### config.mk
export PLATFORM = sky130hd
export DESIGN_NAME = gsp_front_flat
export DESIGN_NICKNAME = d
export VERILOG_FILES = /design/src/rtl/core/gsp_pkg.sv /design/src/rtl/core/gsp_ifs.sv /design/src/rtl/core/gsp_front.sv /design/src/flat_wrapper.sv
export SDC_FILE = /design/constraint.sdc
export NUM_CORES = 1
export LEC_CHECK = 0
export ABC_AREA = 1
export BUFFER_PORTS_ARGS = -buffer_cell sky130_fd_sc_hd__buf_2
export CAP_MARGIN = 20
export CORE_MARGIN = 2
export CORE_UTILIZATION = 50
export DETAILED_ROUTE_END_ITERATION = 8
export PLACE_DENSITY_LB_ADDON = 0.12
export SYNTH_ARGS = -nofsm -noshare
export SYNTH_HDL_FRONTEND = slang
export SYNTH_SLANG_ARGS = --single-unit
### constraint.sdc
create_clock -name clk -period 7.8 [get_ports clk]
set_input_delay 0.78 -clock clk [delete_from_list [all_inputs] [get_ports clk]]
set_output_delay 0.78 -clock clk [all_outputs]
set_load 0.03 [all_outputs]
### src/rtl/core/gsp_pkg.sv
// Shared types, constants and word tables for the German number speller.
// Used by the channel interfaces, the front end, the job queue and the back end.
// Depends on nothing.
package gsp_pkg;

  localparam int MAX_DIGITS = 21;
  localparam int DIGIT_W    = 4;
  localparam int COUNT_W    = 5;
  localparam int CHAR_W     = 8;

  // Largest digit and largest two-digit tail that takes the split denominator form.
  localparam logic [DIGIT_W-1:0] DIGIT_MAX = 4'd9;
  localparam int TEEN_MAX   = 19;
  localparam int HUNDRED    = 100;

  // Job queue between front and back end.
  localparam int QDEPTH     = 4;
  localparam int QPTR_W     = $clog2(QDEPTH);
  localparam int QCNT_W     = $clog2(QDEPTH + 1);

  // Word list of one job and the text store of one word.
  localparam int TOK_MAX    = 12;
  localparam int TOK_IDX_W  = $clog2(TOK_MAX);
  localparam int TOK_W      = 6;
  localparam int STR_BYTES  = 16;
  localparam int STR_LEN_W  = $clog2(STR_BYTES + 1);
  localparam int CPOS_W     = $clog2(STR_BYTES);

  localparam logic [CHAR_W-1:0] LAT_UUML = 8'hFC;
  localparam logic [CHAR_W-1:0] LAT_OUML = 8'hF6;

  typedef enum logic [1:0] {
    JOB_GROUP,
    JOB_CARD,
    JOB_DENOM,
    JOB_ABORT
  } job_kind_t;

  // One unit of work: a completed group, or the closing part of a number.
  typedef struct packed {
    job_kind_t   kind;
    logic [2:0]  idx;
    logic [2:0]  lead;
    logic [3:0]  h;
    logic [3:0]  t;
    logic [3:0]  u;
    logic        one_digit;
    logic        short_form;
  } job_t;

  typedef enum logic {
    BK_IDLE,
    BK_EMIT
  } back_state_t;

  // Word codes. The digit words sit at codes 0 to 9.
  typedef enum logic [TOK_W-1:0] {
    TK_NULL, TK_EINS, TK_ZWEI, TK_DREI, TK_VIER,
    TK_FUENF, TK_SECHS, TK_SIEBEN, TK_ACHT, TK_NEUN,
    TK_EIN, TK_HUNDERT, TK_SPACE, TK_ZEHN, TK_ELF,
    TK_ZWOELF, TK_SECHZEHN, TK_SIEBZEHN, TK_UND, TK_ZWANZIG,
    TK_DREISSIG, TK_SECHZIG, TK_SIEBZIG, TK_ZIG, TK_TAUSEND,
    TK_MIO1, TK_MRD1, TK_BIO1, TK_BRD1, TK_TRIO1,
    TK_MION, TK_MRDN, TK_BION, TK_BRDN, TK_TRION,
    TK_STEL, TK_TEL, TK_GANZES, TK_HALB, TK_EINTEL,
    TK_ZWOTEL, TK_DRITTEL, TK_SIEBTEL, TK_ACHTEL
  } tok_t;

  typedef struct packed {
    logic [TOK_MAX-1:0][TOK_W-1:0] tok;
    logic [TOK_IDX_W-1:0]          cnt;
  } tok_list_t;

  typedef struct packed {
    logic [STR_LEN_W-1:0]      len;
    logic [8*STR_BYTES-1:0]    text;
  } tok_str_t;

  function automatic tok_str_t mk_str(input int unsigned len, input logic [8*STR_BYTES-1:0] text);
    tok_str_t s;
    s.len  = STR_LEN_W'(len);
    s.text = text;
    return s;
  endfunction

  // Text of each word, first character in the highest used byte.
  function automatic tok_str_t tok_str(input tok_t t);
    tok_str_t s;
    s = '0;
    case (t)
      TK_NULL:     s = mk_str(4, 128'("null"));
      TK_EINS:     s = mk_str(4, 128'("eins"));
      TK_ZWEI:     s = mk_str(4, 128'("zwei"));
      TK_DREI:     s = mk_str(4, 128'("drei"));
      TK_VIER:     s = mk_str(4, 128'("vier"));
      TK_FUENF:    s = mk_str(4, 128'({"f", LAT_UUML, "nf"}));
      TK_SECHS:    s = mk_str(5, 128'("sechs"));
      TK_SIEBEN:   s = mk_str(6, 128'("sieben"));
      TK_ACHT:     s = mk_str(4, 128'("acht"));
      TK_NEUN:     s = mk_str(4, 128'("neun"));
      TK_EIN:      s = mk_str(3, 128'("ein"));
      TK_HUNDERT:  s = mk_str(8, 128'(" hundert"));
      TK_SPACE:    s = mk_str(1, 128'(" "));
      TK_ZEHN:     s = mk_str(4, 128'("zehn"));
      TK_ELF:      s = mk_str(3, 128'("elf"));
      TK_ZWOELF:   s = mk_str(5, 128'({"zw", LAT_OUML, "lf"}));
      TK_SECHZEHN: s = mk_str(8, 128'("sechzehn"));
      TK_SIEBZEHN: s = mk_str(8, 128'("siebzehn"));
      TK_UND:      s = mk_str(3, 128'("und"));
      TK_ZWANZIG:  s = mk_str(7, 128'("zwanzig"));
      TK_DREISSIG: s = mk_str(8, 128'("dreissig"));
      TK_SECHZIG:  s = mk_str(7, 128'("sechzig"));
      TK_SIEBZIG:  s = mk_str(7, 128'("siebzig"));
      TK_ZIG:      s = mk_str(3, 128'("zig"));
      TK_TAUSEND:  s = mk_str(8, 128'(" tausend"));
      TK_MIO1:     s = mk_str(12, 128'("eine million"));
      TK_MRD1:     s = mk_str(14, 128'("eine milliarde"));
      TK_BIO1:     s = mk_str(12, 128'("eine billion"));
      TK_BRD1:     s = mk_str(14, 128'("eine billiarde"));
      TK_TRIO1:    s = mk_str(13, 128'("eine trillion"));
      TK_MION:     s = mk_str(10, 128'(" millionen"));
      TK_MRDN:     s = mk_str(11, 128'(" milliarden"));
      TK_BION:     s = mk_str(10, 128'(" billionen"));
      TK_BRDN:     s = mk_str(11, 128'(" billiarden"));
      TK_TRION:    s = mk_str(11, 128'(" trillionen"));
      TK_STEL:     s = mk_str(4, 128'("stel"));
      TK_TEL:      s = mk_str(3, 128'("tel"));
      TK_GANZES:   s = mk_str(7, 128'(" Ganzes"));
      TK_HALB:     s = mk_str(4, 128'("halb"));
      TK_EINTEL:   s = mk_str(6, 128'("eintel"));
      TK_ZWOTEL:   s = mk_str(6, 128'("zwotel"));
      TK_DRITTEL:  s = mk_str(7, 128'("drittel"));
      TK_SIEBTEL:  s = mk_str(7, 128'("siebtel"));
      TK_ACHTEL:   s = mk_str(6, 128'("achtel"));
      default:     s = mk_str(1, 128'(" "));
    endcase
    return s;
  endfunction

  // Character at position p of a word.
  function automatic logic [CHAR_W-1:0] tok_char(input tok_str_t s, input logic [CPOS_W-1:0] p);
    logic [STR_LEN_W-1:0] sh;
    sh = s.len - STR_LEN_W'(1) - STR_LEN_W'(p);
    return s.text[{sh[CPOS_W-1:0], 3'b000} +: CHAR_W];
  endfunction

  function automatic tok_t unit_tok(input logic [3:0] d);
    return tok_t'({2'b00, d});
  endfunction

  function automatic tok_list_t tl_add(input tok_list_t l, input tok_t t);
    l.tok[l.cnt] = t;
    l.cnt = l.cnt + TOK_IDX_W'(1);
    return l;
  endfunction

  // Cardinal words for a nonzero value of up to three digits.
  function automatic tok_list_t tl_small(input tok_list_t l, input logic [3:0] h,
                                         input logic [3:0] t, input logic [3:0] u);
    tok_list_t r;
    r = l;
    if (h != 4'd0) begin
      r = tl_add(r, (h == 4'd1) ? TK_EIN : unit_tok(h));
      r = tl_add(r, TK_HUNDERT);
      if (t == 4'd0 && u == 4'd0) return r;
      r = tl_add(r, TK_SPACE);
    end
    if (t == 4'd0) return tl_add(r, unit_tok(u));
    if (t == 4'd1) begin
      case (u)
        4'd0:    r = tl_add(r, TK_ZEHN);
        4'd1:    r = tl_add(r, TK_ELF);
        4'd2:    r = tl_add(r, TK_ZWOELF);
        4'd6:    r = tl_add(r, TK_SECHZEHN);
        4'd7:    r = tl_add(r, TK_SIEBZEHN);
        default: begin
          r = tl_add(r, unit_tok(u));
          r = tl_add(r, TK_ZEHN);
        end
      endcase
      return r;
    end
    if (u != 4'd0) begin
      r = tl_add(r, (u == 4'd1) ? TK_EIN : unit_tok(u));
      r = tl_add(r, TK_UND);
    end
    case (t)
      4'd2:    r = tl_add(r, TK_ZWANZIG);
      4'd3:    r = tl_add(r, TK_DREISSIG);
      4'd6:    r = tl_add(r, TK_SECHZIG);
      4'd7:    r = tl_add(r, TK_SIEBZIG);
      default: begin
        r = tl_add(r, unit_tok(t));
        r = tl_add(r, TK_ZIG);
      end
    endcase
    return r;
  endfunction

  // One scaled group; idx counts groups from the right.
  function automatic tok_list_t tl_group(input tok_list_t l, input logic [2:0] idx,
                                         input logic [3:0] h, input logic [3:0] t,
                                         input logic [3:0] u, input logic [2:0] lead);
    tok_list_t r;
    logic      one;
    r   = l;
    one = (h == 4'd0) && (t == 4'd0) && (u == 4'd1);
    if (h == 4'd0 && t == 4'd0 && u == 4'd0) return r;
    if (idx < lead) r = tl_add(r, TK_SPACE);
    case (idx)
      3'd0: r = tl_small(r, h, t, u);
      3'd1: begin
        r = one ? tl_add(r, TK_EIN) : tl_small(r, h, t, u);
        r = tl_add(r, TK_TAUSEND);
      end
      3'd2: r = one ? tl_add(r, TK_MIO1) : tl_add(tl_small(r, h, t, u), TK_MION);
      3'd3: r = one ? tl_add(r, TK_MRD1) : tl_add(tl_small(r, h, t, u), TK_MRDN);
      3'd4: r = one ? tl_add(r, TK_BIO1) : tl_add(tl_small(r, h, t, u), TK_BION);
      3'd5: r = one ? tl_add(r, TK_BRD1) : tl_add(tl_small(r, h, t, u), TK_BRDN);
      3'd6: r = one ? tl_add(r, TK_TRIO1) : tl_add(tl_small(r, h, t, u), TK_TRION);
      default: r = r;
    endcase
    return r;
  endfunction

  // Denominator word for a two-digit value.
  function automatic tok_list_t tl_tel(input tok_list_t l, input logic [3:0] t,
                                       input logic [3:0] u, input logic short_form);
    tok_list_t r;
    r = l;
    if (t == 4'd0) begin
      case (u)
        4'd0:    return r;
        4'd1:    return tl_add(r, short_form ? TK_GANZES : TK_EINTEL);
        4'd2:    return tl_add(r, short_form ? TK_HALB : TK_ZWOTEL);
        4'd3:    return tl_add(r, TK_DRITTEL);
        4'd7:    return tl_add(r, TK_SIEBTEL);
        4'd8:    return tl_add(r, TK_ACHTEL);
        default: r = r;
      endcase
    end
    r = tl_small(r, 4'd0, t, u);
    return tl_add(r, TK_TEL);
  endfunction

endpackage

### src/rtl/core/gsp_ifs.sv
// Valid/ready channel interfaces of the German number speller.
// Depends on gsp_pkg for the field widths.
interface gsp_in_if;
  import gsp_pkg::*;
  logic               valid;
  logic               ready;
  logic [DIGIT_W-1:0] digit_value;
  logic [COUNT_W-1:0] digit_count;
  logic               denominator_mode;

  modport source (output valid, digit_value, digit_count, denominator_mode, input ready);
  modport sink   (input valid, digit_value, digit_count, denominator_mode, output ready);
endinterface


### src/rtl/core/gsp_front.sv
// Front end: takes digit items, tracks position and the open group, and
// queues one job per completed nonzero group or finished number.
// Depends on gsp_pkg and gsp_in_if.
module gsp_front (
  input  logic            clk,
  input  logic            rst_n,
  gsp_in_if.sink          in_ch,
  input  logic            q_full,
  output logic            q_push,
  output gsp_pkg::job_t   q_job
);
  import gsp_pkg::*;

  logic [COUNT_W-1:0] seen_r, seen_nxt;
  logic [3:0]         gt_r, gu_r;
  logic [3:0]         gt_nxt, gu_nxt;

  logic               accept;
  logic [3:0]         dv;
  logic [COUNT_W-1:0] cnt;
  logic               bad;
  logic [COUNT_W:0]   pos1;
  logic [COUNT_W-1:0] remaining;
  logic [8:0]         rem_prod, lead_prod;
  logic [2:0]         rem_div3;
  logic [COUNT_W-1:0] rem_mod3;
  logic [COUNT_W-1:0] cnt_m1;
  logic               grp_zero;

  assign in_ch.ready = !q_full;
  assign accept      = in_ch.valid && in_ch.ready;

  // Position arithmetic: digits left, group index of the leading group.
  always_comb begin
    dv        = (in_ch.digit_value > DIGIT_MAX) ? DIGIT_MAX : in_ch.digit_value;
    cnt       = in_ch.digit_count;
    bad       = (cnt == '0) || (cnt > COUNT_W'(MAX_DIGITS));
    pos1      = {1'b0, seen_r} + (COUNT_W+1)'(1);
    remaining = ({1'b0, cnt} > pos1) ? COUNT_W'({1'b0, cnt} - pos1) : '0;
    rem_prod  = 9'(remaining) * 9'd11;
    rem_div3  = rem_prod[7:5];
    rem_mod3  = remaining - COUNT_W'(rem_div3) * COUNT_W'(3);
    cnt_m1    = cnt - COUNT_W'(1);
    lead_prod = 9'(cnt_m1) * 9'd11;
    grp_zero  = (gt_r == 4'd0) && (gu_r == 4'd0) && (dv == 4'd0);
  end

  // Job contents and state update for the item at the port.
  always_comb begin
    q_job.kind       = JOB_GROUP;
    q_job.idx        = rem_div3;
    q_job.lead       = lead_prod[7:5];
    q_job.h          = gt_r;
    q_job.t          = gu_r;
    q_job.u          = dv;
    q_job.one_digit  = (cnt == COUNT_W'(1));
    q_job.short_form = (cnt <= COUNT_W'(2));
    q_push   = 1'b0;
    seen_nxt = seen_r;
    gt_nxt   = gt_r;
    gu_nxt   = gu_r;
    if (accept) begin
      if (bad || remaining == '0) begin
        q_push     = 1'b1;
        q_job.kind = bad ? JOB_ABORT : (in_ch.denominator_mode ? JOB_DENOM : JOB_CARD);
        seen_nxt   = '0;
        gt_nxt     = 4'd0;
        gu_nxt     = 4'd0;
      end else if (rem_mod3 == '0) begin
        q_push   = !grp_zero;
        seen_nxt = pos1[COUNT_W-1:0];
        gt_nxt   = 4'd0;
        gu_nxt   = 4'd0;
      end else begin
        seen_nxt = pos1[COUNT_W-1:0];
        gt_nxt   = gu_r;
        gu_nxt   = dv;
      end
    end
  end

  // Position count and the two low digits of the open group.
  always_ff @(posedge clk) begin
    if (!rst_n) begin
      seen_r <= '0;
      gt_r   <= 4'd0;
      gu_r   <= 4'd0;
    end else begin
      seen_r <= seen_nxt;
      gt_r   <= gt_nxt;
      gu_r   <= gu_nxt;
    end
  end

endmodule

### src/flat_wrapper.sv
// flat-port wrapper written by rule: the top's interface ports become plain ports
module gsp_front_flat import gsp_pkg::*;
  (clk, rst_n, q_full, q_push, q_job, in_ch_valid, in_ch_digit_value, in_ch_digit_count, in_ch_denominator_mode, in_ch_ready);
  gsp_in_if in_ch_i ();
  input  logic clk;
  input  logic rst_n;
  input  logic q_full;
  output logic q_push;
  output gsp_pkg::job_t q_job;
  input wire logic [$bits(in_ch_i.valid)-1:0] in_ch_valid;
  input wire logic [$bits(in_ch_i.digit_value)-1:0] in_ch_digit_value;
  input wire logic [$bits(in_ch_i.digit_count)-1:0] in_ch_digit_count;
  input wire logic [$bits(in_ch_i.denominator_mode)-1:0] in_ch_denominator_mode;
  output wire logic [$bits(in_ch_i.ready)-1:0] in_ch_ready;
  assign in_ch_i.valid = in_ch_valid;
  assign in_ch_i.digit_value = in_ch_digit_value;
  assign in_ch_i.digit_count = in_ch_digit_count;
  assign in_ch_i.denominator_mode = in_ch_denominator_mode;
  assign in_ch_ready = in_ch_i.ready;
  gsp_front u_core (.clk(clk), .rst_n(rst_n), .in_ch(in_ch_i), .q_full(q_full), .q_push(q_push), .q_job(q_job));
endmodule
After elaboration in Yosys (flattened, before gate mapping)

Index checks and enable logic that the tools add are counted.

Add/subtract/negate cells: 4
$mul: 3
$lt $le $gt $ge: 4
Eq/ne operators: 1
Mux-type cells: 14
Reduce and logical (&&, ||, !) cells: 13

Operators with widths:

| kind                  | number |
|---|---|
| $mux W4               | 5 |
| $mul A5 B4 Y8 const B | 2 |
| $logic_not A5 Y1      | 3 |
| $logic_not A4 Y1      | 3 |
| $mux W5               | 2 |
| $sub A5 B5 Y5         | 2 |
| $mux W2               | 4 |
| $add A5 B1 Y6 const B | 1 |
| $gt A5 B6 Y1          | 1 |
| $eq A5 B1 Y1 const B  | 1 |
| $gt A5 B5 Y1 const B  | 1 |
| $le A5 B2 Y1 const B  | 1 |
| $mul A3 B2 Y5 const B | 1 |
| $sub A5 B1 Y5 const B | 1 |
| $gt A4 B4 Y1 const B  | 1 |
| $logic_and A1 B1 Y1   | 3 |
| $mux W1               | 3 |
| $logic_not A1 Y1      | 2 |
| $logic_or A1 B1 Y1    | 2 |

Flip-flop bits (word level): 13
Input bits: 14
Output and inout bits: 24

Longest topological paths before layout

Word-level depth: 10
Gate-level depth with buffers: 33
Depth with buffers taken out: 33

Worst setup path before layout

OpenSTA, ideal clock, no wires.

Path kind: input to output
Start point: input in_ch_digit_count[0]
End point: output q_push
Arrival: 6082 ps
Slack: 938 ps
Cell stages on the path: 30
Cell sequence: inv_1 > ha_1 > inv_1 > fa_1 > nand2_1 > nand2_1 > nand3_2 > nand2_2 > nand2_4 > nor2_1 > ha_1 > fa_1 > ha_1 > nand2_1 > nor2_1 > nand4_1 > o211ai_1 > xnor2_1 > fa_1 > inv_1 > ha_1 > nand3b_1 > nand3_1 > nand2_1 > inv_1 > nand3_1 > nand2_1 > nor2_1 > nand3_2 > o31ai_2

RTL lines:

| element         | RTL line           | RTL |
|---|---|---|
| start, declared | flat_wrapper.sv:12 | `input wire logic [$bits(in_ch_i.digit_count)-1:0] in_ch_digit_count;` |
| end, declared   | flat_wrapper.sv:8  | `output logic q_push;` |

Worst setup path in the final report

Start point: input in_ch_digit_count[0]
End point: output q_push

Cells in the longest elaborated chain, start to end: 9

RTL lines:

| element                                       | RTL line        | RTL |
|---|---|---|
| $sub A5 B5 Y5 or $gt A5 B6 Y1 (tied branches) | gsp_front.sv:39 | `remaining = ({1'b0, cnt} > pos1) ? COUNT_W'({1'b0, cnt} - pos1) : '0;` |
| $mux W5                                       | gsp_front.sv:39 |  |
| $mul A5 B4 Y8                                 | gsp_front.sv:40 | `rem_prod = 9'(remaining) * 9'd11;` |
| $mul A3 B2 Y5                                 | gsp_front.sv:42 | `rem_mod3 = remaining - COUNT_W'(rem_div3) * COUNT_W'(3);` |
| $sub A5 B5 Y5                                 | gsp_front.sv:42 |  |
| $logic_not A5 Y1                              | gsp_front.sv:69 | `end else if (rem_mod3 == '0) begin` |
| $mux W1                                       | gsp_front.sv:69 |  |
| $mux W1 *                                     | gsp_front.sv:63 | `if (bad \|\| remaining == '0) begin` |
| $mux W1 *                                     | gsp_front.sv:62 | `if (accept) begin` |

Every way passes the cells marked *; elsewhere a longest branch is shown, timed or not.

==> flow_summary.json <==
{
  "drc": 0,
  "numCtsBuffers": 3,
  "reg2reg_from": "u_core.seen_r[1]",
  "drtIter0Drc": 85,
  "path_class": "input port to output port",
  "hold_violations": 0,
  "synth_edf_count": 0,
  "period_share_pct": 86.6,
  "port_buffers": 37,
  "setup_viol": 0,
  "timing.rr.end": "u_core.gu_r[2]",
  "worst_ep_required_time_ns": 7.02,
  "worstMarginPinSlew_ns": 0.667,
  "num_io_pins": 38,
  "max-cap-violations": 0,
  "place_congestion": 0.825,
  "netlist_instances": 261,
  "worst_setup_path_start_kind": "input port",
  "syn_area_um2": 1900,
  "wl_per_cell_um": 10.9,
  "finalMaxSlewViolations": 0,
  "place_hpwl_um": 3190,
  "min_delay_path_depth": 2,
  "num_antenna_cells": 0,
  "async_reset_ff_share_pct": 0,
  "die_h_um": 65.6,
  "ys_seq_area_share_pct": 13.7,
  "core_area_um2": 3660,
  "fin_nets": 357,
  "synth_top_cell_by_area": "ha_1",
  "ys_types": 30,
  "path_common_cell": "nand2_1",
  "die_w_um": 65.6,
  "synth_ff_type": "dfxtp_1",
  "crit_slowest_cell": "fa_1",
  "hold_class": "register to register",
  "r2r_slack_ns": 2.26,
  "seq_area_um2": 260,
  "synth_top_area_share_pct": 25.0,
  "min_period_ns": 6.75,
  "worstSetupStartpoint": "in_ch_digit_count[0]",
  "peakVddDrop_uv": 94.1,
  "grt_use_total_pct": 19.2,
  "cp.arrival_ns": 5.97,
  "mappedNetlistNets": 318,
  "final_cell_count_no_fill": 347,
  "placed_cells": 343,
  "slowest_delay_ns": 0.55,
  "drtAntennaViolNets": 0,
  "ys_seq_elements": 13,
  "cts_tree": "built",
  "dr.pass1.iters": 4,
  "rsz0062_at_grt": "false",
  "ff2ff_path_depth": 33,
  "clockBufferDepth": 2,
  "layout-drive-gt1-share_pct": 18.7,
  "crit_path_end_kind": "output port",
  "postCtsSetupBuffers": 0,
  "vias": 1734,
  "clock-sinks": 13,
  "num_rows": 22,
  "grt_pass1_vias": 1629,
  "min_from": "u_core.gt_r[1]",
  "grt_max_degree": 17,
  "power_density_nw_per_um2": 257,
  "netlist_top_cells_area": "ha_1, dfxtp_1, nand2_1",
  "overflow": 0,
  "leakagePower_nw": 1.19,
  "n_fill_cell": 381,
  "status": "finished, final reports clean",
  "start_util_pct": 51.9,
  "antenna_found_initial": 0,
  "critPathMaxFanout": 9,
  "root_buffer": "clkbuf_8",
  "grt_pass1_wl_um": 6700,
  "drt-total-wl_um": 3790,
  "yosysWarnings": 0,
  "vias_per_cell": 5.00,
  "cts.repair.resized": 0,
  "hold_end": "u_core.gt_r[1]",
  "design.die.area_um2": 4310,
  "multi_input_area_um2": 1450,
  "max_slew_margin_pct": 55.4,
  "fin_skew_ns": 0.00675,
  "h-tree-depth": 1,
  "syn_area_per_cell_um2": 7.28,
  "fin_tns_setup_ns": 0,
  "insertion_delay_ns": 0.24,
  "clkTransAtPathRegs_ns": 0.06,
  "area_growth_pct": 14.7,
  "postCtsHoldBufs": 0,
  "max_freq_mhz": 148
}
-- worst max path at each step --
stage                        end  slack (ns)
after floorplan           q_push        0.94
after global placement    q_push        1.14
after detailed placement  q_push        1.01
after CTS                 q_push         1.0
after global routing      q_push        0.63
final                     q_push        1.05
-- layout by cell type, fill, tap and decap left out, drive strengths merged, types with 3 or more instances in the layout --
cell / Yosys / layout
xnor2: 4 / 4
fa: 5 / 5
xor2: 11 / 11
nand2: 53 / 53
buf: 0 / 37
ha: 38 / 38
a21oi: 27 / 27
or2: 3 / 3
o21ai: 3 / 3
nor2: 19 / 19
dfxtp: 13 / 13
nor4: 4 / 4
nand3: 23 / 23
clkbuf: 3 / 4
inv: 46 / 46
-- logic make-up (layout without fill, tap and decap cells) --
logic type,count (synthesis),in the layout,share of synthesized area (%)
buf+inv,49,87,9.82
compound gates,37,37,11.6
xor+xnor,15,15,6.92
simple gates,104,104,27.7
fa+ha+maj,43,43,30.3
flops,13,13,13.7
-- Yosys cell counts (3+ instances only) --
master	instances
a21oi_1	26
clkbuf_1	3
dfxtp_1	13
fa_1	5
ha_1	38
inv_1	45
nand2_1	50
nand3_1	18
nand3_2	5
nor2_1	16
nor4_1	4
o21ai_0	3
xnor2_1	4
xor2_1	11
-- power by group --
group          internal [mW]  switching, mW  total (mW)
registers             0.0688        0.00226      0.0710
logic                  0.161          0.268       0.429
clock network         0.0360         0.0240      0.0601
-- sequential cells by signal, summed over array words and instances (netlist names) --
| register | count |
|---|---|
| u_core.seen_r | 5 |
| u_core.gt_r | 4 |
| u_core.gu_r | 4 |
-- layer usage --
metal | GRT usage (%) | vias up | share of wire [%]
met3 | 3.77 | 0 | 3.9
met1 | 24.3 | 767 | 48
met2 | 34.3 | 38 | 48
met5 | 0 | - | 0
li1 | - | 929 | -
met4 | 2.08 | 0 | 0
-- critical path, delay by kind of cell --
family | cells | cell delay, ns
buffers and inverters | 6 | 0.62
adders and majority gates | 7 | 2.59
AOI/OAI and AO/OA | 2 | 0.34
and+or+nand+nor | 17 | 1.47
xor gates and xnor gates | 1 | 0.16
-- layout make-up --
type | count | share of cell area (%)
Multi-Input combinational cell | 199 | 66.7
Sequential cell | 13 | 11.9
Timing Repair Buffer | 37 | 8.50
Inverter | 46 | 8.04
Tap cell | 48 | 2.76
Clock buffer | 4 | 2.07
-- through the flow --
| step | total power [mW] | util (%) | hold slack (ns) | area, µm² | worst slack [ns] |
|---|---|---|---|---|---|
| after CTS | 0.568 | 59.5 | 0.482 | 2180 | 0.995 |
| after detailed placement | 0.505 | 58.3 | 0.474 | 2130 | 1.01 |
| final | 0.560 | 59.5 | 0.479 | 2180 | 1.05 |
| after global placement | 0.499 | 58.3 | 0.473 | 2130 | 1.14 |
| after floorplan | 0.420 | - | 0.462 | 1900 | 0.938 |
| after global routing | 0.632 | 59.5 | 0.504 | 2180 | 0.630 |
No activity file was read; power rests on OpenSTA's default activity.
