## src/rtl/core/gsp_pkg.sv

```systemverilog
// Shared types, constants and word tables for the German number speller.
// Used by the channel interfaces, the front end, the job queue and the back end.
// Depends on nothing.
package gsp_pkg;

  localparam int MAX_DIGITS = 21;
  localparam int DIGIT_W    = 4;
  localparam int COUNT_W    = 5;
  localparam int CHAR_W     = 8;

  // Largest digit and largest two-digit tail that takes the split denominator form.
  localparam logic [DIGIT_W-1:0] DIGIT_MAX = 4'd9;
  localparam int TEEN_MAX   = 19;
  localparam int HUNDRED    = 100;

  // Job queue between front and back end.
  localparam int QDEPTH     = 4;
  localparam int QPTR_W     = $clog2(QDEPTH);
  localparam int QCNT_W     = $clog2(QDEPTH + 1);

  // Word list of one job and the text store of one word.
  localparam int TOK_MAX    = 12;
  localparam int TOK_IDX_W  = $clog2(TOK_MAX);
  localparam int TOK_W      = 6;
  localparam int STR_BYTES  = 16;
  localparam int STR_LEN_W  = $clog2(STR_BYTES + 1);
  localparam int CPOS_W     = $clog2(STR_BYTES);

  localparam logic [CHAR_W-1:0] LAT_UUML = 8'hFC;
  localparam logic [CHAR_W-1:0] LAT_OUML = 8'hF6;

  typedef enum logic [1:0] {
    JOB_GROUP,
    JOB_CARD,
    JOB_DENOM,
    JOB_ABORT
  } job_kind_t;

  // One unit of work: a completed group, or the closing part of a number.
  typedef struct packed {
    job_kind_t   kind;
    logic [2:0]  idx;
    logic [2:0]  lead;
    logic [3:0]  h;
    logic [3:0]  t;
    logic [3:0]  u;
    logic        one_digit;
    logic        short_form;
  } job_t;

  typedef enum logic {
    BK_IDLE,
    BK_EMIT
  } back_state_t;

  // Word codes. The digit words sit at codes 0 to 9.
  typedef enum logic [TOK_W-1:0] {
    TK_NULL, TK_EINS, TK_ZWEI, TK_DREI, TK_VIER,
    TK_FUENF, TK_SECHS, TK_SIEBEN, TK_ACHT, TK_NEUN,
    TK_EIN, TK_HUNDERT, TK_SPACE, TK_ZEHN, TK_ELF,
    TK_ZWOELF, TK_SECHZEHN, TK_SIEBZEHN, TK_UND, TK_ZWANZIG,
    TK_DREISSIG, TK_SECHZIG, TK_SIEBZIG, TK_ZIG, TK_TAUSEND,
    TK_MIO1, TK_MRD1, TK_BIO1, TK_BRD1, TK_TRIO1,
    TK_MION, TK_MRDN, TK_BION, TK_BRDN, TK_TRION,
    TK_STEL, TK_TEL, TK_GANZES, TK_HALB, TK_EINTEL,
    TK_ZWOTEL, TK_DRITTEL, TK_SIEBTEL, TK_ACHTEL
  } tok_t;

  typedef struct packed {
    logic [TOK_MAX-1:0][TOK_W-1:0] tok;
    logic [TOK_IDX_W-1:0]          cnt;
  } tok_list_t;

  typedef struct packed {
    logic [STR_LEN_W-1:0]      len;
    logic [8*STR_BYTES-1:0]    text;
  } tok_str_t;

  function automatic tok_str_t mk_str(input int unsigned len, input logic [8*STR_BYTES-1:0] text);
    tok_str_t s;
    s.len  = STR_LEN_W'(len);
    s.text = text;
    return s;
  endfunction

  // Text of each word, first character in the highest used byte.
  function automatic tok_str_t tok_str(input tok_t t);
    tok_str_t s;
    s = '0;
    case (t)
      TK_NULL:     s = mk_str(4, 128'("null"));
      TK_EINS:     s = mk_str(4, 128'("eins"));
      TK_ZWEI:     s = mk_str(4, 128'("zwei"));
      TK_DREI:     s = mk_str(4, 128'("drei"));
      TK_VIER:     s = mk_str(4, 128'("vier"));
      TK_FUENF:    s = mk_str(4, 128'({"f", LAT_UUML, "nf"}));
      TK_SECHS:    s = mk_str(5, 128'("sechs"));
      TK_SIEBEN:   s = mk_str(6, 128'("sieben"));
      TK_ACHT:     s = mk_str(4, 128'("acht"));
      TK_NEUN:     s = mk_str(4, 128'("neun"));
      TK_EIN:      s = mk_str(3, 128'("ein"));
      TK_HUNDERT:  s = mk_str(8, 128'(" hundert"));
      TK_SPACE:    s = mk_str(1, 128'(" "));
      TK_ZEHN:     s = mk_str(4, 128'("zehn"));
      TK_ELF:      s = mk_str(3, 128'("elf"));
      TK_ZWOELF:   s = mk_str(5, 128'({"zw", LAT_OUML, "lf"}));
      TK_SECHZEHN: s = mk_str(8, 128'("sechzehn"));
      TK_SIEBZEHN: s = mk_str(8, 128'("siebzehn"));
      TK_UND:      s = mk_str(3, 128'("und"));
      TK_ZWANZIG:  s = mk_str(7, 128'("zwanzig"));
      TK_DREISSIG: s = mk_str(8, 128'("dreissig"));
      TK_SECHZIG:  s = mk_str(7, 128'("sechzig"));
      TK_SIEBZIG:  s = mk_str(7, 128'("siebzig"));
      TK_ZIG:      s = mk_str(3, 128'("zig"));
      TK_TAUSEND:  s = mk_str(8, 128'(" tausend"));
      TK_MIO1:     s = mk_str(12, 128'("eine million"));
      TK_MRD1:     s = mk_str(14, 128'("eine milliarde"));
      TK_BIO1:     s = mk_str(12, 128'("eine billion"));
      TK_BRD1:     s = mk_str(14, 128'("eine billiarde"));
      TK_TRIO1:    s = mk_str(13, 128'("eine trillion"));
      TK_MION:     s = mk_str(10, 128'(" millionen"));
      TK_MRDN:     s = mk_str(11, 128'(" milliarden"));
      TK_BION:     s = mk_str(10, 128'(" billionen"));
      TK_BRDN:     s = mk_str(11, 128'(" billiarden"));
      TK_TRION:    s = mk_str(11, 128'(" trillionen"));
      TK_STEL:     s = mk_str(4, 128'("stel"));
      TK_TEL:      s = mk_str(3, 128'("tel"));
      TK_GANZES:   s = mk_str(7, 128'(" Ganzes"));
      TK_HALB:     s = mk_str(4, 128'("halb"));
      TK_EINTEL:   s = mk_str(6, 128'("eintel"));
      TK_ZWOTEL:   s = mk_str(6, 128'("zwotel"));
      TK_DRITTEL:  s = mk_str(7, 128'("drittel"));
      TK_SIEBTEL:  s = mk_str(7, 128'("siebtel"));
      TK_ACHTEL:   s = mk_str(6, 128'("achtel"));
      default:     s = mk_str(1, 128'(" "));
    endcase
    return s;
  endfunction

  // Character at position p of a word.
  function automatic logic [CHAR_W-1:0] tok_char(input tok_str_t s, input logic [CPOS_W-1:0] p);
    logic [STR_LEN_W-1:0] sh;
    sh = s.len - STR_LEN_W'(1) - STR_LEN_W'(p);
    return s.text[{sh[CPOS_W-1:0], 3'b000} +: CHAR_W];
  endfunction

  function automatic tok_t unit_tok(input logic [3:0] d);
    return tok_t'({2'b00, d});
  endfunction

  function automatic tok_list_t tl_add(input tok_list_t l, input tok_t t);
    l.tok[l.cnt] = t;
    l.cnt = l.cnt + TOK_IDX_W'(1);
    return l;
  endfunction

  // Cardinal words for a nonzero value of up to three digits.
  function automatic tok_list_t tl_small(input tok_list_t l, input logic [3:0] h,
                                         input logic [3:0] t, input logic [3:0] u);
    tok_list_t r;
    r = l;
    if (h != 4'd0) begin
      r = tl_add(r, (h == 4'd1) ? TK_EIN : unit_tok(h));
      r = tl_add(r, TK_HUNDERT);
      if (t == 4'd0 && u == 4'd0) return r;
      r = tl_add(r, TK_SPACE);
    end
    if (t == 4'd0) return tl_add(r, unit_tok(u));
    if (t == 4'd1) begin
      case (u)
        4'd0:    r = tl_add(r, TK_ZEHN);
        4'd1:    r = tl_add(r, TK_ELF);
        4'd2:    r = tl_add(r, TK_ZWOELF);
        4'd6:    r = tl_add(r, TK_SECHZEHN);
        4'd7:    r = tl_add(r, TK_SIEBZEHN);
        default: begin
          r = tl_add(r, unit_tok(u));
          r = tl_add(r, TK_ZEHN);
        end
      endcase
      return r;
    end
    if (u != 4'd0) begin
      r = tl_add(r, (u == 4'd1) ? TK_EIN : unit_tok(u));
      r = tl_add(r, TK_UND);
    end
    case (t)
      4'd2:    r = tl_add(r, TK_ZWANZIG);
      4'd3:    r = tl_add(r, TK_DREISSIG);
      4'd6:    r = tl_add(r, TK_SECHZIG);
      4'd7:    r = tl_add(r, TK_SIEBZIG);
      default: begin
        r = tl_add(r, unit_tok(t));
        r = tl_add(r, TK_ZIG);
      end
    endcase
    return r;
  endfunction

  // One scaled group; idx counts groups from the right.
  function automatic tok_list_t tl_group(input tok_list_t l, input logic [2:0] idx,
                                         input logic [3:0] h, input logic [3:0] t,
                                         input logic [3:0] u, input logic [2:0] lead);
    tok_list_t r;
    logic      one;
    r   = l;
    one = (h == 4'd0) && (t == 4'd0) && (u == 4'd1);
    if (h == 4'd0 && t == 4'd0 && u == 4'd0) return r;
    if (idx < lead) r = tl_add(r, TK_SPACE);
    case (idx)
      3'd0: r = tl_small(r, h, t, u);
      3'd1: begin
        r = one ? tl_add(r, TK_EIN) : tl_small(r, h, t, u);
        r = tl_add(r, TK_TAUSEND);
      end
      3'd2: r = one ? tl_add(r, TK_MIO1) : tl_add(tl_small(r, h, t, u), TK_MION);
      3'd3: r = one ? tl_add(r, TK_MRD1) : tl_add(tl_small(r, h, t, u), TK_MRDN);
      3'd4: r = one ? tl_add(r, TK_BIO1) : tl_add(tl_small(r, h, t, u), TK_BION);
      3'd5: r = one ? tl_add(r, TK_BRD1) : tl_add(tl_small(r, h, t, u), TK_BRDN);
      3'd6: r = one ? tl_add(r, TK_TRIO1) : tl_add(tl_small(r, h, t, u), TK_TRION);
      default: r = r;
    endcase
    return r;
  endfunction

  // Denominator word for a two-digit value.
  function automatic tok_list_t tl_tel(input tok_list_t l, input logic [3:0] t,
                                       input logic [3:0] u, input logic short_form);
    tok_list_t r;
    r = l;
    if (t == 4'd0) begin
      case (u)
        4'd0:    return r;
        4'd1:    return tl_add(r, short_form ? TK_GANZES : TK_EINTEL);
        4'd2:    return tl_add(r, short_form ? TK_HALB : TK_ZWOTEL);
        4'd3:    return tl_add(r, TK_DRITTEL);
        4'd7:    return tl_add(r, TK_SIEBTEL);
        4'd8:    return tl_add(r, TK_ACHTEL);
        default: r = r;
      endcase
    end
    r = tl_small(r, 4'd0, t, u);
    return tl_add(r, TK_TEL);
  endfunction

endpackage

```

## src/rtl/core/gsp_queue.sv

```systemverilog
// Short job queue between the front and back end of the number speller.
// Depends on gsp_pkg.
module gsp_queue (
  input  logic          clk,
  input  logic          rst_n,
  input  logic          push,
  input  gsp_pkg::job_t push_job,
  output logic          full,
  input  logic          pop,
  output gsp_pkg::job_t pop_job,
  output logic          not_empty
);
  import gsp_pkg::*;

  job_t              mem_r [QDEPTH];
  logic [QPTR_W-1:0] wp_r, rp_r;
  logic [QCNT_W-1:0] cnt_r;

  assign full      = (cnt_r == QCNT_W'(QDEPTH));
  assign not_empty = (cnt_r != '0);
  assign pop_job   = mem_r[rp_r];

  // Entry storage.
  always_ff @(posedge clk) begin
    if (push) mem_r[wp_r] <= push_job;
  end

  // Pointers and fill count.
  always_ff @(posedge clk) begin
    if (!rst_n) begin
      wp_r  <= '0;
      rp_r  <= '0;
      cnt_r <= '0;
    end else begin
      if (push) wp_r <= wp_r + QPTR_W'(1);
      if (pop)  rp_r <= rp_r + QPTR_W'(1);
      cnt_r <= cnt_r + QCNT_W'(push) - QCNT_W'(pop);
    end
  end

endmodule

```

## config.mk

```make
export PLATFORM = sky130hd
export DESIGN_NAME = gsp_queue
export DESIGN_NICKNAME = d
export VERILOG_FILES = /design/src/rtl/core/gsp_pkg.sv /design/src/rtl/core/gsp_queue.sv
export SDC_FILE = /design/constraint.sdc
export NUM_CORES = 1
export LEC_CHECK = 0
export BUFFER_PORTS_ARGS = -buffer_cell sky130_fd_sc_hd__buf_2
export CORE_MARGIN = 2
export CORE_UTILIZATION = 41
export DETAILED_ROUTE_END_ITERATION = 12
export REMOVE_ABC_BUFFERS = 1
export SYNTH_ARGS = -nofsm -noshare
export SYNTH_HDL_FRONTEND = slang
export SYNTH_SLANG_ARGS = --single-unit
```

## constraint.sdc

```tcl
create_clock -name clk -period 1.6 [get_ports clk]
set_input_delay 0.08 -clock clk [delete_from_list [all_inputs] [get_ports clk]]
set_output_delay 0.08 -clock clk [all_outputs]
set_load 0.02 [all_outputs]
```

== Yosys cells after proc, flatten, opt, wreduce, memory -nomap -nowiden ==
Memories as Yosys holds them, arrays and structs flattened. A register that Yosys moved wholly into a read port is not among the register bits.
Cells that the tools add are included.

* Memory bits (writable): 88
* Memories kept: 1
* Register bits: 7
* Output and inout bits: 24
* Word-level logic and storage cells: 14
* Input port bits: 26

* Reduce and logical (&&, ||, !) cells: 1
* Eq/ne operators: 1
* Mux-type cells: 4
* Add/sub/neg operators: 4

{| class="wikitable"
|+ Memory list
! name !! depth !! bits a word !! rd ports !! clocked after Yosys merged registers in !! wr ports !! RTL line !! RTL
|-
| mem_r || 4 || 22 || 1 || 1 || 1 || gsp_queue.sv:15 || <nowiki>job_t mem_r [QDEPTH];</nowiki>
|}

{| class="wikitable"
|+ Operators by type and width
! kind !! number
|-
| $add A2 B1 Y2 const B || 2
|-
| $mux W2 || 2
|-
| $add A3 B1 Y3 || 1
|-
| $eq A3 B3 Y1 const B || 1
|-
| $reduce_bool A3 Y1 || 1
|-
| $sub A3 B1 Y3 || 1
|-
| $mux W1 || 2
|}

== Depth between registers and ports, before layout ==
Gate-level depths: netlist of the first run.

* Depth after elaboration: 3
* Gate-level depth with buffers: 7
* Gate-level depth less buffers: 7

== Least setup slack after synthesis of the first run ==
No wires, ideal clock.

* Path kind: reg-to-reg
* Start: register cnt_r[0]
* End: register cnt_r[2]
* Clock period less this slack: 1.499 ns
* Setup slack: 0.101 ns
* Buffers on the path: 0
* Required time: 1.483 ns
* Cell stages (with the launch flop): 8
* Setup time: 0.117 ns
* Arrival time: 1.382 ns
* Cell sequence: dfxtp_1 > inv_1 > ha_1 > inv_1 > ha_1 > fa_1 > xor3_1 > nor2_1

* Word-level cells in the longest chain between the ends: 2

{| class="wikitable"
|+ RTL lines
! what !! RTL line !! RTL
|-
| start, declared || gsp_queue.sv:17 || <nowiki>logic [QCNT_W-1:0] cnt_r;</nowiki>
|-
| start signal, assigned || gsp_queue.sv:37 || <nowiki>cnt_r <= cnt_r + QCNT_W'(push) - QCNT_W'(pop);</nowiki>
|-
| $add A3 B1 Y3 || gsp_queue.sv:37 ||
|-
| $sub A3 B1 Y3 || gsp_queue.sv:37 ||
|}

No other way between the ends.
A chain may end at the register's enable or synchronous reset.

==> metrics.yaml, run 1 <==
timing:
  max_freq_mhz: 582
  fin_worst_skew_ns: 0.00837
  setup_viol: 21
  max_slew.worst_pin.slew_ns: 0.262
  fin_crit_sh_pct: 107
  hold_violations: 0
  setup_tns_ns: -1.99
  relSlewSlack_pct: 82.6
  period_needed_ns: 1.72
  fin_ws_ns: -0.119
  hold_ws_ns: 0.0518
  rsz0062_at_grt: "true"
  drv_slew: 0
clock_tree:
  cts_buffer_depth: 2
  htree_levels: 3
  root_buffer: "clkbuf_8"
  cts_buffers: 9
  clk_pin_slew_ns: 0.09
  clkSinkCount: 97
  tritoncts: "yes"
  clkLatencyLatePin_ns: 0.35
grt:
  grt_use_total_pct: 14.0
  grt_pass1_wl_mm: 10.0
  grt_pass1_vias: 1870
  grt_max_degree: 23
  antenna_found_initial: 0
  grt_overflow: 0
setup_path:
  critPathMaxStageDelay_ns: 0.53
  critical_path_class: "reg -> out"
  r2r_cells: 6
  crit_slowest_cell: "mux4_2"
  crit_path_end_kind: "primary output"
  crit_family: "multiplexers"
  critPathMaxFanout: 8
  crit_arrival_ns: 1.64
  cp-start-kind: "register"
  path_depth: 3
  crit_buf_inv: 2
  cp_cell_sequence: "buf_12 > mux4_2 > buf_6"
  required_ns: 1.52
  r2r_start: "cnt_r[0]"
flow_run:
  drv_cap: 0
synth:
  ys_ff_latch: 97
  synth-xor-area-share_pct: 1.14
  ys_types: 19
  syn_area_sq_mm: 0.00362
  synthSimpleGateAreaFrac_pct: 2.11
  synth-compound-area-share_pct: 0.415
  synthAdderAreaFrac_pct: 2.63
  syn-instance-count: 157
  avgSynthCellArea_sq_um: 23.1
  synth_top_family_by_area: "multiplexers"
  muxShareOfSynthArea_pct: 14.2
  synth_warnings: 0
  ys_seq_area_share_pct: 77.9
floorplan:
  die_h_um: 98.0
  start_util_pct: 41.9
  dieArea_sq_mm: 0.00960
  io_pins: 50
  coreArea_sq_mm: 0.00864
  die_w_um: 98.0
  rows: 34
placement:
  dp_hpwl_mm: 3.87
  globalplace.congestion: 0.655
  place_inst: 321
  io_buffers: 49
routing:
  via_per_inst: 4.82
  postRouteAntennaNets: 0
  finalWirelength_mm: 6.18
  drtPass1Iterations: 4
  vias: 1741
  drc_errors: 0
  routedWlPerCell_um: 17.1
  drt_iter0_markers: 51
status:
  violations: "setup timing"
  status: "complete, but fails checks"
cells_and_area:
  syn_to_final_growth_pct: 29.1
  n_fill_cell: 672
  fin_nets: 282
  layout-drive-gt1-share_pct: 40.3
  stdcell_count: 361
  diodes: 0
hold_path:
  min_path_type: "in -> reg"
  worstHoldPathCells: 3
  min-delay-start: "pop"
power:
  fin_total_pwr_mw: 5.34
  peakVddDrop_mv: 0.660
  power_density_mw_per_mm2: 1140
  power.leakage_nw: 1.66
-- kinds of logic (layout without fill, tap and decap cells) --
kind of cell	after synthesis	after routing
AOI/OAI and AO/OA	2	2
xor gates and xnor gates	3	3
adders and majority gates	7	7
buffers and inverters	11	107
DFF	97	97
muxes	23	23
and+or+nand+nor	14	14
-- state kept, by name, indices dropped and copies added, names as in the netlist, named ones only --
name   count
mem_r     88
rp_r       2
cnt_r      3
wp_r       2
-- layout by cell type (no fill, tap or decap), types with 2 or more instances in the layout --
| cell type | n |
|---|---|
| clkinv_1 | 2 |
| nor2_1 | 5 |
| ha_1 | 5 |
| buf_2 | 28 |
| mux4_2 | 22 |
| dlygate4sd3_1 | 23 |
| clkinv_4 | 2 |
| xnor2_1 | 2 |
| inv_1 | 7 |
| buf_6 | 22 |
| dfxtp_1 | 7 |
| clkbuf_8 | 9 |
| and2_1 | 6 |
| buf_12 | 3 |
| edfxtp_1 | 88 |
| buf_4 | 8 |
-- final cells by class --
type | count | area [sq um] | area share [%]
clock buffers | 9 | 124 | 2.65
clock inverters | 6 | 60.1 | 1.28
inverters | 7 | 26.3 | 0.562
multi-input cells | 49 | 738 | 15.8
flip-flops and latches | 97 | 2830 | 60.5
well taps | 108 | 135 | 2.89
repair buffers | 85 | 766 | 16.4
-- timing repair --
action                                  in CTS  in global routing
hold buffers                                23                  0
resized for setup                           45                  5
endpoints found under the setup margin      20                 24
cloned                                       1                  0
endpoints found under the hold margin       90                  0
buffers inserted                             0                  1
-- cells in the mapped netlist --
master / n / area, sq um
buf_6: 2 / 22.5
inv_1: 7 / 26.3
edfxtp_1: 88 / 2640
and3_1: 1 / 6.26
buf_2: 2 / 10.0
ha_1: 6 / 75.1
xor3_1: 1 / 23.8
and2_1: 6 / 37.5
a21bo_2: 1 / 10.0
a21oi_1: 1 / 5.00
fa_1: 1 / 20.0
xnor2_1: 2 / 17.5
mux2i_1: 1 / 10.0
mux4_2: 20 / 450
mux4_1: 2 / 52.6
nand3b_1: 1 / 7.51
dfxtp_1: 9 / 180
or3_1: 1 / 6.26
nor2_1: 5 / 18.8
-- stage by stage --
stage	area (sq um)	worst slack [ns]	utilization, %
finish	4680	-0.119	54.2
global route	4680	-0.188	54.2
detailed placement	4090	0.0207	47.4
floorplan	3590	-0.321	-
CTS	4660	-0.158	53.9
global placement	4090	0.0685	47.4
-- worst paths after layout --
path	to	slack, ns
max	pop_job[9]	-0.12
min reg2reg	rp_r[1]	0.54
min	rp_r[1]	0.05
max reg2reg	cnt_r[1]	0.07
-- power breakdown --
part	switching, mW	leakage, nW	internal, mW
clock network	0.777	0.0941	0.706
registers	0.0592	0.884	2.91
logic	0.412	0.679	0.479
total	1.25	1.66	4.09
-- metal layers --
layer	global-route usage, %	part of all wire, %
met5	0	0
met1	18.1	44
met3	3.94	4.4
met2	22.9	51
met4	4.81	1.1
-- worst reg2reg max path: stages (launching register included) --
cell,delay (ns)
dfxtp_2,0.33
inv_1,0.05
ha_1,0.26
inv_1,0.06
ha_2,0.17
fa_2,0.42
and2_1,0.16
Power figures use the tool's default switching activity.
==> run 2: changes to the inputs <==
Settings changed: GPL_TIMING_DRIVEN set to 0, SLEW_MARGIN set to 40.
==> metrics.yaml, run 2 (synthesis gave the netlist of run 1 again) <==
grt:
  grt_max_degree: 23  # unchanged
  grt_use_total_pct: 13.4  # -0.57 points
  grt_pass1_vias: 1842  # -1.5%
  grt_overflow: 0  # unchanged
  antenna_found_initial: 0  # unchanged
  grt_pass1_wl_mm: 9.52  # -4.9%
floorplan:
  dieArea_sq_mm: 0.00960  # unchanged
  die_h_um: 98.0  # unchanged
  die_w_um: 98.0  # unchanged
  io_pins: 50  # unchanged
  rows: 34  # unchanged
  start_util_pct: 41.9  # unchanged
  coreArea_sq_mm: 0.00864  # unchanged
setup_path:
  required_ns: 1.52  # about the same
  cp_cell_sequence: "clkbuf_16 > mux4_2 > buf_6"
  critical_path_class: "reg -> out"
  cp-start-kind: "register"
  crit_path_end_kind: "primary output"
  critPathMaxFanout: 7  # -1
  critPathMaxStageDelay_ns: 0.50  # -0.03 ns
  crit_family: "multiplexers"
  crit_buf_inv: 2  # unchanged
  crit_slowest_cell: "mux4_2"
  crit_arrival_ns: 1.63  # about the same
clock_tree:
  root_buffer: "clkbuf_8"
  clkLatencyLatePin_ns: 0.34  # about the same
  tritoncts: "yes"
  clkSinkCount: 97  # unchanged
  clk_pin_slew_ns: 0.08  # about the same
  cts_buffers: 9  # unchanged
  cts_buffer_depth: 2  # unchanged
  htree_levels: 3  # unchanged
power:
  peakVddDrop_mv: 0.541  # -18%
  clkPwrFrac_pct: 29.5  # +1.7 points
  power_density_mw_per_mm2: 1170  # +2.8%
  p_seq_share_pct: 54.8  # -0.8 points
  combPwrFrac_pct: 15.7  # -1.0 points
  p_int_mw: 4.23  # +3.4%
  fin_total_pwr_mw: 5.43  # +1.7%
  switching_share_pct: 22.1  # -1.3 points
  p_switching_mw: 1.20  # -3.8%
  power.leakage_nw: 1.63  # -1.6%
timing:
  fin_crit_sh_pct: 107  # -0.75 points
  max_freq_mhz: 586  # +0.70%
  rsz0062_at_grt: "true"
  max_slew.worst_pin.slew_ns: 0.626  # +0.365 ns
  relSlewSlack_pct: 58.2  # -24 points
  fin_ws_ns: -0.107  # +0.0120 ns
  period_needed_ns: 1.71  # -0.0120 ns
  fin_worst_skew_ns: 0.00506  # -0.00331 ns
  hold_violations: 0  # unchanged
  setup_viol: 22  # +4.8%
  drv_slew: 0  # unchanged
routing:
  drtPass1Iterations: 4  # unchanged
  drc_errors: 0  # unchanged
  via_per_inst: 4.83  # about the same
  routedWlPerCell_um: 17.5  # +2.0%
  vias: 1718  # -1.3%
  finalWirelength_mm: 6.22  # +0.58%
  drt_iter0_markers: 44  # -14%
  postRouteAntennaNets: 0  # unchanged
cells_and_area:
  regMostFlops: "mem_r"
  n_fill_cell: 696  # +3.6%
  layout_commonest_cell: "edfxtp_1"
  largestRegisters: "mem_r: 88 flops, cnt_r: 3 flops"
  largest_reg_flops: 88  # unchanged
  register_area_sq_mm: 0.00283  # +0.13%
  utilization_pct: 53.6  # -0.55 points
  diodes: 0  # unchanged
  multi_input_area_sq_um: 743  # +0.68%
  layout_common_cells: "edfxtp_1, buf_2, dlygate4sd3_1, mux4_2, buf_6"
  layout-drive-gt1-share_pct: 40.7  # +0.41 points
  fin_nets: 277  # -1.8%
  syn_to_final_growth_pct: 27.8
placement:
  dp_slack_ns: 0.0111  # -0.00958 ns
  globalplace.congestion: 0.638  # -2.7%
  io_buffers: 49  # unchanged
status:
  violations: "setup timing"
  status: "complete, but fails checks"
hold_path:
  min_path_type: "in -> reg"
flow_run:
  drv_cap: 0  # unchanged
-- run 2: routing by layer --
layer / global-route usage [%] / vias up / wire, um
li1: - / 807 / -
met1: 17.1 / 867 / 2630
met2: 22.5 / 39 / 3320
met3: 3.36 / 5 / 224
met4: 4.81 / 0 / 44
met5: 0 / - / 0
-- run 2: final cells by class --
type                       instances  share of cell area, %
clock inverter                     4                   1.49
clock buffer                      11                   2.84
sequential                        97                   61.2
inverter                           7                  0.568
multi-input combinational         49                   16.1
tap                              108                   2.92
timing repair buffer              80                   15.0
-- run 2: path summary, 6_finish.rpt --
check | start | end | slack [ns] | depth (start not counted)
worst max-delay path | register | pop_job[12] | -0.11 | 3
worst min-delay path | pop | register | 0.07 | 3
worst max register to register | cnt_r[0] | cnt_r[1] | 0.05 | 6
worst min register to register | rp_r[1] | register | 0.53 | 2
-- run 2: metrics by stage --
step	cells	hold WS (ns)	setup TNS, ns	instance area [sq um]
detailed placement	310	0.297	0	3980
CTS	353	0.0451	-2.22	4510
global placement	310	0.297	-43.57	3970
global route	356	0.0601	-3.10	4630
finish	356	0.0651	-1.85	4630
floorplan	153	0.179	-5.23	3590
-- run 2: power by group through the flow --
stage / registers (mW) / logic (mW) / clock network, mW
global route: 2.99 / 0.925 / 1.77
finish: 2.98 / 0.855 / 1.60
CTS: 2.98 / 0.773 / 1.64
detailed placement: 3.07 / 0.635 / 0
global placement: 3.06 / 0.628 / 0
floorplan: 3.03 / 0.434 / 0
-- run 2: tightest hold or removal path: stages --
cell and delay [ns]:
buf_2 0.13, nand3b_1 0.08, a21oi_1 0.07
-- run 2: what timing repair did --
action | in CTS | in global routing
hold buffers | 23 | 0
endpoints found under the setup margin | 22 | 24
gates resized for setup | 9 | 31
gates cloned | 0 | 1
endpoints found under the hold margin | 90 | 0
buffers inserted | 5 | 2
